### config.mk
export PLATFORM = sky130hd
export DESIGN_NAME = shared_exclusive_lock_table
export DESIGN_NICKNAME = d
export VERILOG_FILES = /design/src/rtl/sel_pkg.sv /design/src/rtl/sel_ram.sv /design/src/rtl/sel_update.sv /design/src/rtl/sel_sleep_trk.sv /design/src/rtl/shared_exclusive_lock_table.sv
export VERILOG_INCLUDE_DIRS = /design/src /design/src/rtl
export SDC_FILE = /design/constraint.sdc
export NUM_CORES = 2
export LEC_CHECK = 0
export ABC_AREA = 1
export BUFFER_PORTS_ARGS = -buffer_cell sky130_fd_sc_hd__buf_2
export CORE_ASPECT_RATIO = 1.25
export CORE_MARGIN = 4
export CORE_UTILIZATION = 45
export DETAILED_ROUTE_END_ITERATION = 8
export PLACE_DENSITY = 0.68
export SLEW_MARGIN = 20
export SYNTH_ARGS = -nofsm -noshare
export SYNTH_HDL_FRONTEND = slang
export SYNTH_SLANG_ARGS = --single-unit
### constraint.sdc
create_clock -name clk -period 5.05 [get_ports clk]
set_input_delay 0.2525 -clock clk [delete_from_list [all_inputs] [get_ports clk]]
set_output_delay 0.2525 -clock clk [all_outputs]
set_load 0.005 [all_outputs]
### src/rtl/shared_exclusive_lock_table_macros.svh
// Assertion macros used by the lock table top level.
`ifndef SHARED_EXCLUSIVE_LOCK_TABLE_MACROS_SVH
`define SHARED_EXCLUSIVE_LOCK_TABLE_MACROS_SVH

// Checks that the consequent holds in the same cycle as the antecedent.
`define SEL_ASSERT_SAME(label, clk, rst_n, ante, cons, msg) \
  label: assert property (@(posedge clk) disable iff (!rst_n) (ante) |-> (cons)) \
    else $error(msg);

// Checks that the consequent holds in the cycle after the antecedent.
`define SEL_ASSERT_NEXT(label, clk, rst_n, ante, cons, msg) \
  label: assert property (@(posedge clk) disable iff (!rst_n) (ante) |=> (cons)) \
    else $error(msg);

`endif

### src/rtl/sel_pkg.sv
// Package with request codes and the decoded request struct of the lock table.
`timescale 1ns / 1ps
`default_nettype none

package sel_pkg;

  typedef enum logic [2:0] {
    REQ_XLOCK     = 3'd0,
    REQ_SLOCK     = 3'd1,
    REQ_XUNLOCK   = 3'd2,
    REQ_SUNLOCK   = 3'd3,
    REQ_SLEEP     = 3'd4,
    REQ_HAS_LOCK  = 3'd5,
    REQ_HAS_XLOCK = 3'd6,
    REQ_HAS_SLOCK = 3'd7
  } req_e_t;

  typedef struct packed {
    req_e_t req;
    logic   ask;
    logic   var_ok;
    logic   txn_ok;
  } sel_ctrl_t;

endpackage

`default_nettype wire

### src/rtl/sel_ram.sv
// Generic simple dual-port RAM with one write port and a registered read port.
`timescale 1ns / 1ps
`default_nettype none

module sel_ram #(
  parameter int WIDTH = 8,
  parameter int DEPTH = 64,
  localparam int AW = (DEPTH > 1) ? $clog2(DEPTH) : 1
) (
  input  logic             clk,
  input  logic             we,
  input  logic [AW-1:0]    waddr,
  input  logic [WIDTH-1:0] wdata,
  input  logic             re,
  input  logic [AW-1:0]    raddr,
  output logic [WIDTH-1:0] rdata
);

  logic [WIDTH-1:0] mem [DEPTH];
  logic [WIDTH-1:0] rdata_r;

  always_ff @(posedge clk) begin
    if (we) begin
      mem[waddr] <= wdata;
    end
    if (re) begin
      rdata_r <= mem[raddr];
    end
  end

  assign rdata = rdata_r;

endmodule

`default_nettype wire

### src/rtl/sel_update.sv
// Read-modify-write logic that applies one request to one variable entry.
`timescale 1ns / 1ps
`default_nettype none

module sel_update #(
  parameter int NUM_TXNS = 16,
  localparam int CW = $clog2(NUM_TXNS + 1)
) (
  input  sel_pkg::sel_ctrl_t  ctrl_i,
  input  logic [NUM_TXNS-1:0] bit_i,
  input  logic                excl_i,
  input  logic [CW-1:0]       cnt_i,
  input  logic [NUM_TXNS-1:0] hold_i,
  input  logic [NUM_TXNS-1:0] sleep_i,
  output logic                excl_o,
  output logic [CW-1:0]       cnt_o,
  output logic [NUM_TXNS-1:0] hold_o,
  output logic [NUM_TXNS-1:0] sleep_o,
  output logic                ok_o,
  output logic [NUM_TXNS-1:0] wake_o,
  output logic [NUM_TXNS-1:0] set_o
);

  import sel_pkg::*;

  logic held;
  logic locked;

  assign held   = |(hold_i & bit_i);
  assign locked = |hold_i;

  always_comb begin
    excl_o  = excl_i;
    cnt_o   = cnt_i;
    hold_o  = hold_i;
    sleep_o = sleep_i;
    ok_o    = 1'b0;
    wake_o  = '0;
    set_o   = '0;
    if (!ctrl_i.var_ok) begin
      ok_o = (ctrl_i.req == REQ_XUNLOCK) || (ctrl_i.req == REQ_SUNLOCK) ||
             (ctrl_i.req == REQ_SLEEP);
    end else begin
      case (ctrl_i.req)
        REQ_XLOCK: begin
          if (!ctrl_i.txn_ok) begin
            ok_o = 1'b0;
          end else if (excl_i && held) begin
            ok_o = 1'b1;
          end else if (locked && (hold_i != bit_i)) begin
            ok_o = 1'b0;
          end else begin
            excl_o = 1'b1;
            cnt_o  = '0;
            hold_o = bit_i;
            ok_o   = 1'b1;
          end
        end
        REQ_SLOCK: begin
          if (!ctrl_i.txn_ok) begin
            ok_o = 1'b0;
          end else if (held) begin
            ok_o = 1'b1;
          end else if (excl_i) begin
            ok_o = 1'b0;
          end else begin
            cnt_o  = cnt_i + CW'(1);
            hold_o = hold_i | bit_i;
            ok_o   = 1'b1;
          end
        end
        REQ_XUNLOCK: begin
          excl_o  = 1'b0;
          cnt_o   = '0;
          hold_o  = '0;
          sleep_o = '0;
          wake_o  = sleep_i;
          ok_o    = 1'b1;
        end
        REQ_SUNLOCK: begin
          ok_o = 1'b1;
          if (ctrl_i.txn_ok && locked && !excl_i) begin
            if (cnt_i <= CW'(1)) begin
              excl_o = 1'b0;
              cnt_o  = '0;
              hold_o = '0;
            end else begin
              cnt_o  = cnt_i - CW'(1);
              hold_o = hold_i & ~bit_i;
            end
            sleep_o = '0;
            wake_o  = sleep_i;
          end
        end
        REQ_SLEEP: begin
          sleep_o = sleep_i | bit_i;
          set_o   = bit_i & ~sleep_i;
          ok_o    = 1'b1;
        end
        REQ_HAS_LOCK: begin
          ok_o = held;
        end
        REQ_HAS_XLOCK: begin
          ok_o = held && excl_i;
        end
        REQ_HAS_SLOCK: begin
          ok_o = !ctrl_i.ask && held && !excl_i;
        end
        default: begin
          ok_o = 1'b0;
        end
      endcase
    end
  end

endmodule

`default_nettype wire

### src/rtl/sel_sleep_trk.sv
// Per-transaction counters of the variables each transaction sleeps on.
`timescale 1ns / 1ps
`default_nettype none

module sel_sleep_trk #(
  parameter int NUM_VARS = 64,
  parameter int NUM_TXNS = 16
) (
  input  logic                clk,
  input  logic                rst_n,
  input  logic [NUM_TXNS-1:0] set_i,
  input  logic [NUM_TXNS-1:0] wake_i,
  output logic [NUM_TXNS-1:0] sleeping_o
);

  localparam int SW = $clog2(NUM_VARS + 1);

  logic [SW-1:0] cnt_r [NUM_TXNS];

  always_ff @(posedge clk) begin
    if (!rst_n) begin
      for (int i = 0; i < NUM_TXNS; i++) begin
        cnt_r[i] <= '0;
      end
    end else begin
      for (int i = 0; i < NUM_TXNS; i++) begin
        if (set_i[i]) begin
          cnt_r[i] <= cnt_r[i] + SW'(1);
        end else if (wake_i[i]) begin
          cnt_r[i] <= cnt_r[i] - SW'(1);
        end
      end
    end
  end

  always_comb begin
    for (int i = 0; i < NUM_TXNS; i++) begin
      sleeping_o[i] = (cnt_r[i] != '0);
    end
  end

endmodule

`default_nettype wire

### src/rtl/shared_exclusive_lock_table.sv
// Top level of the shared/exclusive lock table.
//
//   Channel  | Ports                                                 | Handshake
//   request  | in_req_type, in_var_id, in_txn_id, in_ask_sleeping   | start & !busy
//   result   | out_ok                                                | out_valid
//
// One word is accepted per cycle while busy is low; its result passes the s2
// registers and the output register and shows for one cycle. The variable table
// is one RAM with a registered read; a read of an entry being written is forwarded.
// After reset a clearing pass writes zero to every entry, with busy high.
// The receiver cannot stall, so busy is only high during the clearing pass.
`timescale 1ns / 1ps
`default_nettype none
`include "shared_exclusive_lock_table_macros.svh"

module shared_exclusive_lock_table #(
  parameter int NUM_VARS = 64,
  parameter int NUM_TXNS = 16
) (
  input  logic       clk,
  input  logic       rst_n,
  input  logic       start,
  output logic       busy,
  input  logic [2:0] in_req_type,
  input  logic [5:0] in_var_id,
  input  logic [3:0] in_txn_id,
  input  logic       in_ask_sleeping,
  output logic       out_valid,
  output logic       out_ok
);

  import sel_pkg::*;

  localparam int AW = (NUM_VARS > 1) ? $clog2(NUM_VARS) : 1;
  localparam int XW = (AW > 6) ? AW : 6;
  localparam int CW = $clog2(NUM_TXNS + 1);
  localparam int EW = 1 + CW + 2 * NUM_TXNS;

  logic              accept;
  logic [XW-1:0]     in_addr_ext;
  logic [AW-1:0]     in_addr;

  logic              clearing_r;
  logic [AW-1:0]     clr_addr_r;

  logic              s2_valid_r;
  logic [2:0]        s2_req_r;
  logic [5:0]        s2_var_r;
  logic [3:0]        s2_txn_r;
  logic              s2_ask_r;
  logic [AW-1:0]     s2_addr_r;
  logic              fwd_r;
  logic [EW-1:0]     fwd_data_r;

  logic              out_valid_r;
  logic              out_ok_r;

  sel_ctrl_t         ctrl;
  logic [NUM_TXNS-1:0] txn_bit;
  logic [EW-1:0]     ram_rdata;
  logic [EW-1:0]     entry;
  logic [EW-1:0]     entry_new;
  logic              s2_we;
  logic              ram_we;
  logic [AW-1:0]     ram_waddr;
  logic [EW-1:0]     ram_wdata;

  logic                excl_o;
  logic [CW-1:0]       cnt_o;
  logic [NUM_TXNS-1:0] hold_o;
  logic [NUM_TXNS-1:0] sleep_o;
  logic                upd_ok;
  logic [NUM_TXNS-1:0] wake_mask;
  logic [NUM_TXNS-1:0] set_mask;
  logic [NUM_TXNS-1:0] sleeping;
  logic                sleep_query;
  logic                ok_nxt;

  assign busy        = clearing_r;
  assign accept      = start && !busy;
  assign in_addr_ext = XW'(in_var_id);
  assign in_addr     = in_addr_ext[AW-1:0];

  always_ff @(posedge clk) begin
    if (!rst_n) begin
      clearing_r <= 1'b1;
      clr_addr_r <= '0;
    end else if (clearing_r) begin
      clr_addr_r <= clr_addr_r + AW'(1);
      if (clr_addr_r == AW'(NUM_VARS - 1)) begin
        clearing_r <= 1'b0;
      end
    end
  end

  always_comb begin
    for (int i = 0; i < NUM_TXNS; i++) begin
      txn_bit[i] = (int'(s2_txn_r) == i);
    end
  end

  assign ctrl.req    = req_e_t'(s2_req_r);
  assign ctrl.ask    = s2_ask_r;
  assign ctrl.var_ok = (int'(s2_var_r) < NUM_VARS);
  assign ctrl.txn_ok = |txn_bit;

  assign entry     = fwd_r ? fwd_data_r : ram_rdata;
  assign entry_new = {excl_o, cnt_o, hold_o, sleep_o};
  assign s2_we     = s2_valid_r && ctrl.var_ok;

  assign ram_we    = clearing_r || s2_we;
  assign ram_waddr = clearing_r ? clr_addr_r : s2_addr_r;
  assign ram_wdata = clearing_r ? '0 : entry_new;

  sel_ram #(
    .WIDTH (EW),
    .DEPTH (NUM_VARS)
  ) u_ram (
    .clk   (clk),
    .we    (ram_we),
    .waddr (ram_waddr),
    .wdata (ram_wdata),
    .re    (accept),
    .raddr (in_addr),
    .rdata (ram_rdata)
  );

  sel_update #(
    .NUM_TXNS (NUM_TXNS)
  ) u_update (
    .ctrl_i  (ctrl),
    .bit_i   (txn_bit),
    .excl_i  (entry[EW-1]),
    .cnt_i   (entry[EW-2 -: CW]),
    .hold_i  (entry[2*NUM_TXNS-1 -: NUM_TXNS]),
    .sleep_i (entry[NUM_TXNS-1:0]),
    .excl_o  (excl_o),
    .cnt_o   (cnt_o),
    .hold_o  (hold_o),
    .sleep_o (sleep_o),
    .ok_o    (upd_ok),
    .wake_o  (wake_mask),
    .set_o   (set_mask)
  );

  sel_sleep_trk #(
    .NUM_VARS (NUM_VARS),
    .NUM_TXNS (NUM_TXNS)
  ) u_sleep_trk (
    .clk        (clk),
    .rst_n      (rst_n),
    .set_i      (s2_valid_r ? set_mask : '0),
    .wake_i     (s2_valid_r ? wake_mask : '0),
    .sleeping_o (sleeping)
  );

  assign sleep_query = (ctrl.req == REQ_HAS_SLOCK) && s2_ask_r;
  assign ok_nxt      = sleep_query ? |(sleeping & txn_bit) : upd_ok;

  always_ff @(posedge clk) begin
    if (!rst_n) begin
      s2_valid_r  <= 1'b0;
      fwd_r       <= 1'b0;
      out_valid_r <= 1'b0;
    end else begin
      s2_valid_r  <= accept;
      fwd_r       <= accept && s2_we && (in_addr == s2_addr_r);
      out_valid_r <= s2_valid_r;
    end
  end

  always_ff @(posedge clk) begin
    if (accept) begin
      s2_req_r  <= in_req_type;
      s2_var_r  <= in_var_id;
      s2_txn_r  <= in_txn_id;
      s2_ask_r  <= in_ask_sleeping;
      s2_addr_r <= in_addr;
    end
    fwd_data_r <= entry_new;
    out_ok_r   <= ok_nxt;
  end

  assign out_valid = out_valid_r;
  assign out_ok    = out_ok_r;

  `SEL_ASSERT_NEXT(a_accept_enters_stage, clk, rst_n, accept, s2_valid_r, "accepted word lost")
  `SEL_ASSERT_NEXT(a_stage_gives_result, clk, rst_n, s2_valid_r, out_valid_r, "result dropped")
  `SEL_ASSERT_SAME(a_no_work_while_clearing, clk, rst_n, clearing_r, !s2_valid_r && !fwd_r, "request in flight during clearing pass")

endmodule

`default_nettype wire
==> results.json <==
{
  "outcome": "completed",
  "clk-insertion-delay-late_ns": 0.91,
  "core_area_um2": 240000,
  "slowest_stage": "clkinv_2",
  "track_usage": 0.249,
  "startpoint_type": "flip-flop",
  "p_sw_frac": 0.217,
  "htreeDepth": 4,
  "finalSetupViolCount": 0,
  "clock-sinks": 2645,
  "cts.path.max_buffers": 4,
  "yosys-top-cells-area": "edfxtp_1 72%, o21ai_0 5.9%, nor2_1 5.3%",
  "firstDrtPassIters": 7,
  "clock.fmax_mhz": 208,
  "viasPerCell": 6.07,
  "regArea_um2": 78900,
  "p_seq_frac": 0.536,
  "rsz0062_at_grt": "false",
  "drt_first_iter_violations": 9413,
  "fin_cells": 12200,
  "die-width_um": 448,
  "final_area_um2": 122000,
  "multiInputGateArea_um2": 27500,
  "cts_buffers": 243,
  "yosysTopAreaCell": "edfxtp_1",
  "mappedNetlistArea_um2": 109000,
  "grt_max_degree": 146,
  "io_pins": 20,
  "final_common_cell": "edfxtp_1",
  "cts_hold_buffers": 12,
  "via_count": 74200,
  "die_area_um2": 250000,
  "cp.arrival_ns": 5.08,
  "cts_tree": "built",
  "routedWlPerCell_um": 26.2,
  "seq_area_frac_synth": 0.724,
  "synth_top_area_share": 0.715,
  "p_sw_w": 0.00972,
  "gp_congestion": 0.895,
  "p_comb_frac": 0.052,
  "ys_ff_latch": 2645,
  "placedInstanceArea_um2": 114000,
  "cp-end-kind": "flip-flop",
  "synthCells": 8909,
  "syn_avg_cell_area_um2": 12.2,
  "finalSetupTns_ns": 0,
  "final_nets": 9036,
  "clockRootBuffer": "clkbuf_16",
  "leakagePower_nw": 40.2,
  "crit_required_ns": 5.33,
  "synth_edf_count": 2596,
  "io_buffers": 19,
  "path_cells": "nor2_1 -> inv_1 -> nor2_1 -> inv_1 -> ha_1 -> nor4_1 -> nand3b_1 -> nand2_2 -> nand2_2 -> nand2_2 -> nand3_2 -> nand2_1 -> nand2_1 -> nand2_1 -> clkinv_2",
  "cts_resized": 0,
  "initial_core_util": 0.453,
  "syn_to_final_growth_pct": 11.9,
  "slew_violations": 0,
  "skew_ns": 0.0516,
  "clkSlewWorstSetupHoldPaths_ns": 0.07,
  "tightestPinTransition_ns": 1.17,
  "grt_pass1_wl_um": 467000,
  "placed_cells": 11800,
  "drive_gt1_frac": 0.0857,
  "die_h_um": 558,
  "final_cell_mix": "2596 x edfxtp_1, 1454 x nor2_1, 1281 x o21ai_0",
  "power_density_nw_per_um2": 367,
  "synth.distinct_cells": 49,
  "grt_pass1_vias": 71400,
  "cts_setup_buffers": 0,
  "drc": 0,
  "clockPowerShare": 0.412,
  "dpl.hpwl_um": 177000,
  "grt_antenna_before_repair": 12,
  "n_fill_cell": 20100,
  "ys_warn_count": 0,
  "fp-row-count": 201,
  "routed_wl_um": 320000,
  "grt_overflow": 0,
  "hold_slack_ns": 0.0763,
  "internal-power_w": 0.0350,
  "async_reset_ff_frac": 0,
  "syn_nets": 9071,
  "hp-class": "input port to flip-flop",
  "hold_viol_final": 0,
  "max_stage_delay_ns": 0.77,
  "cap_violations": 0,
  "period_minus_slack_ns": 4.81,
  "relSlewSlack": 0.217,
  "critical_path_class": "flip-flop to flip-flop",
  "post-route-period-util": 0.952,
  "crit_fanout": 64,
  "synth_ff_type": "edfxtp_1",
  "peakVddDrop_uv": 272,
  "ant_nets": 0
}
==> per-layer routing <==
metal / vias to the layer above / global-route usage / routed length, um
met3: 818 / 0.0392 / 30100
li1: 32400 / - / -
met1: 36800 / 0.314 / 116000
met2: 4216 / 0.416 / 154000
met4: 2 / 0.135 / 19500
met5: - / 0 / 14
==> sequential cells by signal (all words and copies together), names as in the netlist <==
| register | cells |
|---|---|
| u_sleep_trk.cnt_r | 112 |
| busy | 1 |
| s2_req_r | 3 |
| u_ram.rdata | 38 |
| u_ram.mem | 2432 |
| s2_addr_r | 6 |
| out_valid | 1 |
| s2_txn_r | 4 |
| fwd_data_r | 38 |
| out_ok | 1 |
| clr_addr_r | 6 |
| s2_ask_r | 1 |
| fwd_r | 1 |
| s2_valid_r | 1 |
==> layout make-up <==
| cell class | count | area share |
|---|---|---|
| clock buffers | 301 | 0.0522 |
| clock inverters | 139 | 0.0119 |
| multi-input cells | 5459 | 0.225 |
| diodes | 10 | 0.000205 |
| repair buffers | 285 | 0.0231 |
| well taps | 3146 | 0.0323 |
| inverters | 240 | 0.00772 |
| flip-flops and latches | 2645 | 0.647 |
==> metrics by stage <==
stage,util,worst slack [ns],total power (W)
floorplan,-,0.365,0.0258
global placement,0.474,0.678,0.0267
detailed placement,0.474,0.583,0.0267
CTS,0.507,0.552,0.0449
global route,0.507,0.00478,0.0460
finish,0.507,0.244,0.0447
==> power groups by stage <==
stage               Clock, W  Sequential (W)  Combinational (W)
finish                0.0184          0.0240            0.00233
global route          0.0195          0.0240            0.00250
CTS                   0.0186          0.0240            0.00229
detailed placement         0          0.0244            0.00227
global placement           0          0.0244            0.00222
floorplan                  0          0.0244            0.00138
==> path summary, 6_finish.rpt <==
check                                                start                     endpoint  slack [ns]  cells past startpoint
worst min-delay path                       in_ask_sleeping           s2_ask_r$_DFFE_PP_        0.08                      2
worst max register to register       s2_txn_r[1]$_DFFE_PP_  u_ram.mem[41][33]$_DFFE_PP_        0.24                     15
worst min register to register  clr_addr_r[2]$_SDFFE_PN0P_   clr_addr_r[2]$_SDFFE_PN0P_        0.53                      2
worst max-delay path                 s2_txn_r[1]$_DFFE_PP_  u_ram.mem[41][33]$_DFFE_PP_        0.24                     15
==> logic make-up (layout without fill, tap and decap cells) <==
kind of cell               Yosys count  after routing  synth area share
AOI/OAI and AO/OA                 2146           2146             0.107
xor gates and xnor gates            42             42           0.00338
adders and majority gates          145            145            0.0177
buffers and inverters              805            965            0.0292
DFF                               2645           2645             0.724
muxes                                8              8          0.000815
other                                0             10                 0
and+or+nand+nor                   3118           3118             0.118
==> worst max-delay path: cells and delay by family, from the launching register on <==
kind | cells | cell delay [ns]
simple gates | 11 | 2.35
buf+inv | 3 | 1.02
flops | 1 | 0.43
fa+ha+maj | 1 | 0.31
==> synthesized netlist by cell type (4+ instances only) <==
master and count:
nand2_1 905, ha_1 130, nor3_1 46, buf_6 4, buf_1 57, mux2_2 7
xor2_1 38, nand3b_1 4, o21bai_1 6, fa_1 15, a31oi_1 10, buf_2 98
o311ai_0 6, edfxtp_1 2596, a211oi_1 8, nor2_2 13, or2_1 38, o21ai_1 11
xnor2_1 4, o22ai_1 615, o21ai_0 1281, clkbuf_1 403, nor2_4 7, or2_2 17
nand3_1 504, inv_1 225, dfxtp_1 49, nand4_1 5, nor3b_1 18, a21oi_1 198
nand2_2 6, inv_2 14, or2_0 4, nor2_1 1524, nor4_1 23
Power figures use the tool's default switching activity.
